[src/hdl/sst_pkg.sv]
`timescale 1ns / 1ps
// ----------------------------------------------------------------------------
// sst_pkg: shared types and constants of the sorted set table
// Table size, field widths, request and status codes, cell control bundle.
// ----------------------------------------------------------------------------
package sst_pkg;

   localparam int TABLE_CAPACITY = 64;
   localparam int KEY_W          = 32;
   localparam int IDX_W          = $clog2(TABLE_CAPACITY);
   localparam int CNT_W          = $clog2(TABLE_CAPACITY + 1);
   localparam int REQ_W          = 2;
   localparam int ST_W           = 2;

   localparam logic [REQ_W-1:0] REQ_INSERT = 2'd0;
   localparam logic [REQ_W-1:0] REQ_DELETE = 2'd1;
   localparam logic [REQ_W-1:0] REQ_LOOKUP = 2'd2;

   localparam logic [ST_W-1:0] ST_DONE    = 2'd0;
   localparam logic [ST_W-1:0] ST_PRESENT = 2'd1;
   localparam logic [ST_W-1:0] ST_ABSENT  = 2'd2;
   localparam logic [ST_W-1:0] ST_FULL    = 2'd3;

   // control broadcast to every cell
   typedef struct packed {
      logic                    capture;    // compare phase: latch flags
      logic                    shift_up;   // insert: open a slot at the boundary
      logic                    shift_down; // delete: close the slot at the boundary
      logic signed [KEY_W-1:0] cmp_key;    // key compared in the capture cycle
      logic signed [KEY_W-1:0] ins_key;    // key written on insert
   } cell_ctrl_type;

endpackage

[src/hdl/sst_cell.sv]
`timescale 1ns / 1ps
// ----------------------------------------------------------------------------
// sst_cell: one entry of the sorted set table
// Holds one value, compares it against the key and shifts with its neighbors.
// ----------------------------------------------------------------------------
module sst_cell (
   input  logic                              clock,
   input  sst_pkg::cell_ctrl_type            cell_ctrl,
   input  logic [sst_pkg::IDX_W-1:0]         cell_idx,
   input  logic [sst_pkg::CNT_W-1:0]         held_count,
   input  logic                              left_le,
   input  logic signed [sst_pkg::KEY_W-1:0]  left_value,
   input  logic signed [sst_pkg::KEY_W-1:0]  right_value,
   output logic                              cell_le,
   output logic                              cell_eq,
   output logic                              cell_bound,
   output logic signed [sst_pkg::KEY_W-1:0]  cell_value
);
   import sst_pkg::*;

   logic signed [KEY_W-1:0] value_ff, value_in;
   logic                    le_ff, le_in;
   logic                    eq_ff, eq_in;
   logic                    occupied;

   // le: key belongs at or before this entry (empty entries count as yes)
   always_comb begin
      occupied = CNT_W'(cell_idx) < held_count;
      le_in    = le_ff;
      eq_in    = eq_ff;
      if (cell_ctrl.capture) begin
         le_in = !occupied || (value_ff >= cell_ctrl.cmp_key);
         eq_in = occupied && (value_ff == cell_ctrl.cmp_key);
      end
   end

   assign cell_bound = le_ff && !left_le;

   always_comb begin
      value_in = value_ff;
      if (cell_ctrl.shift_up) begin
         if (cell_bound) begin
            value_in = cell_ctrl.ins_key;
         end else if (left_le) begin
            value_in = left_value;
         end
      end else if (cell_ctrl.shift_down && le_ff) begin
         value_in = right_value;
      end
   end

   always_ff @(posedge clock) begin
      value_ff <= value_in;
      le_ff    <= le_in;
      eq_ff    <= eq_in;
   end

   assign cell_le    = le_ff;
   assign cell_eq    = eq_ff;
   assign cell_value = value_ff;

endmodule

[config.mk]
export PLATFORM = sky130hd
export DESIGN_NAME = sst_cell
export DESIGN_NICKNAME = d
export VERILOG_FILES = /design/src/hdl/sst_pkg.sv /design/src/hdl/sst_cell.sv
export SDC_FILE = /design/constraint.sdc
export NUM_CORES = 1
export LEC_CHECK = 0
export ABC_AREA = 1
export BUFFER_PORTS_ARGS = -buffer_cell sky130_fd_sc_hd__buf_2
export CAP_MARGIN = 20
export CORE_UTILIZATION = 43
export CTS_CLUSTER_DIAMETER = 150
export CTS_CLUSTER_SIZE = 16
export DETAILED_ROUTE_END_ITERATION = 8
export HOLD_SLACK_MARGIN = 0.08
export PLACE_DENSITY = 0.93
export SLEW_MARGIN = 40
export SYNTH_ARGS = -nofsm -noshare
export SYNTH_HDL_FRONTEND = slang
export SYNTH_SLANG_ARGS = --single-unit
[constraint.sdc]
create_clock -name clock -period 2.4 [get_ports clock]
set_input_delay 0.36 -clock clock [delete_from_list [all_inputs] [get_ports clock]]
set_output_delay 0.36 -clock clock [all_outputs]
set_load 0.02 [all_outputs]
==> impl_metrics.ini <==
[run_status]
outcome = completed

[logic_synthesis]
synth.avg_cell_area_um2 = 7.720
yosysWarnings = 0
yosysTopAreaCellShare = 0.3757
ys_ff_latch = 34
synthTopCellsByArea = edfxtp_1 (38%), ha_1 (17%), nand2_1 (14%)
synth_area_mm2 = 0.002718
synth_cell_type_count = 25
synth.largest_area_cell = edfxtp_1
syn_inst = 352
syn_nets = 535
yosysSeqAreaShare = 0.3757

[clocking]
cts_resized = 0
clk_pin_slew_ps = 60
numCtsBuffers = 5
cts_tree = done
postCtsSetupBuffers = 0
clk_path_buf_depth = 2
root_buffer = clkbuf_8
clock_latency_ps = 280
h-tree-depth = 2
holdBufCountCts = 0
cts.sinks = 34

[grt]
grt_max_degree = 65
grt_pass1_wl_um = 11740
use_met1 = 0.2554
grt_pass1_vias = 2817
busiest_layer = met2
grt_util_met2 = 0.4325
grtUsageMet3 = 0.05556
antenna_found_initial = 0
grt.total_usage = 0.2336
overflow = 0

[sta]
skew_ps = 5.024
setup_violations = 0
hold_violations = 0
final_max_slew_viol_count = 0
timing.fmax_mhz = 551.8
finalCritPeriodShare = 0.7551
worst_pin_slew_ps = 594.8
rsz0062_at_grt = false
period_minus_slack_ps = 1812
fin_ws_ps = 587.8
fin_tns_setup_ps = 0
slew_headroom = 0.6035

[placement]
dp_hpwl_um = 6458
port_buffers = 180
post-place-ws_ps = 535.2
place_congestion = 0.9341

[worst_setup_path]
crit_chain = ha_1 -> nand4_2 -> nor2_2 -> nand3_2 -> clkinv_1 -> nand2_2 -> nand2_1 -> nand2_1 -> nand2_1 -> nand2_1
crit_fanout = 5
critical_path_buf_inv_count = 1
cp_top_family = simple AND/OR/NAND/NOR gates
worst_ep_arrival_time_ps = 1840
cp_slowest_cell = edfxtp_1
slowest_delay_ps = 400
crit_required_ps = 2430
cp-end-kind = flip-flop
cp-start-kind = flip-flop
critPathKind = flip-flop to flip-flop
cpMostUsedCell = nand2_1

[route]
viasPerCell = 4.897
ant_nets = 0
drt-pass1-iter-count = 4
wire_per_inst_um = 12.78
drt_iter0_drc = 105
drt_wl_total_um = 7705
via_count = 2953
drc_errors = 0

[power_and_ir_drop]
clock_power_share = 0.203
internal_power_mw = 1.230
power_mw = 1.879
p_comb_frac = 0.373
switchingPower_uw = 649.8
powerDensity_mw_per_mm2 = 501.0
swShare = 0.3457
seqPwrFrac = 0.424
cellLeakagePower_nw = 2.089
ir_drop_uv = 301.7

[floorplanning]
io_pins = 181
num_rows = 28
start_util = 0.4510
die-width_um = 81.50
fp.dieH_um = 81.50
core_area_mm2 = 0.006026
die_area_mm2 = 0.006642

[layout]
syn_to_final_growth_pct = 38.03
n_antenna_cell = 0
final_layout_size_suffix_gt1_frac = 0.3769
nets = 712

[min_path]
hold_path.class = input pin to flip-flop

[flow_run]
max-cap-violations = 0
## cell families (layout without fill, tap and decap cells)
group,count (synthesis),after routing,share of synthesized area
AOI/OAI and AO/OA,56,56,0.1229
adders and majority gates,37,37,0.1703
and+or+nand+nor,158,158,0.2357
buffers and inverters,67,243,0.09530
DFF,34,34,0.3757
## cell usage after synthesis, drive strengths merged
master / instances
ha: 37
inv: 53
a21o: 2
edfxtp: 34
a21oi: 15
o21ai: 4
nor2: 44
nand2: 104
nor3: 1
buf: 6
o21a: 2
o311ai: 1
nand4: 3
clkbuf: 7
clkinv: 1
a31oi: 32
nand3: 6
## metrics by stage
stage	util	area (um^2)	hold WS, ps	std cells
floorplan	-	2718	472.5	352
global placement	0.6105	3679	579.4	597
detailed placement	0.6105	3679	586.8	597
CTS	0.6225	3751	295.5	603
global route	0.6225	3751	291.3	603
finish	0.6225	3751	306.5	603
## state kept, by name (all words and copies together) (netlist names)
name and count:
cell_value 32, cell_eq 1, cell_le 1
## worst paths after layout
kind                                                from                 to  slack [ps]  cells past startpoint
worst max-delay path            cell_value[31]$_DFFE_PP_  cell_le$_DFFE_PP_         590                     10
worst min-delay path                       cell_ctrl[66]  cell_eq$_DFFE_PP_         310                      1
worst max register to register  cell_value[31]$_DFFE_PP_  cell_le$_DFFE_PP_         590                     10
worst min register to register  cell_value[31]$_DFFE_PP_  cell_le$_DFFE_PP_         910                      5
## routing by layer
metal,part of all wire,up-vias,wire [um]
met5,0,-,0
met4,0.015,0,119
met3,0.071,10,550
met2,0.52,125,3998
met1,0.39,1300,3037
li1,-,1518,-
## final cells by class
| cell class | count | area, um^2 |
|---|---|---|
| clock buffers | 5 | 68.82 |
| clock inverters | 1 | 3.754 |
| fillers | 552 | 2275 |
| inverters | 54 | 202.7 |
| multi-input cells | 251 | 1438 |
| flip-flops and latches | 34 | 1021 |
| well taps | 75 | 93.84 |
| repair buffers | 183 | 923.4 |
## layout by cell type, fill, tap and decap left out
cell / instances
edfxtp_1: 34
buf_4: 3
inv_1: 48
nor2_4: 1
a21o_1: 2
buf_2: 180
clkbuf_8: 5
nor2_1: 42
o21ai_0: 3
o21ai_1: 1
nand4_2: 1
clkinv_1: 2
nand4_1: 2
nand2_2: 1
nor2_2: 1
nor3_1: 1
nand3_1: 5
inv_2: 5
nand2_1: 102
a21oi_1: 15
ha_1: 37
o311ai_0: 1
o21a_1: 2
nand3_2: 1
a31oi_1: 32
nand2_4: 1
## power by group through the flow
stage	Combinational [mW]	Sequential, mW	Clock (mW)
finish	0.702	0.797	0.381
global route	0.791	0.806	0.414
CTS	0.707	0.798	0.394
detailed placement	0.704	0.811	0
global placement	0.678	0.806	0
floorplan	0.339	0.893	0
Note: power is estimated with default switching activity, not from simulation.
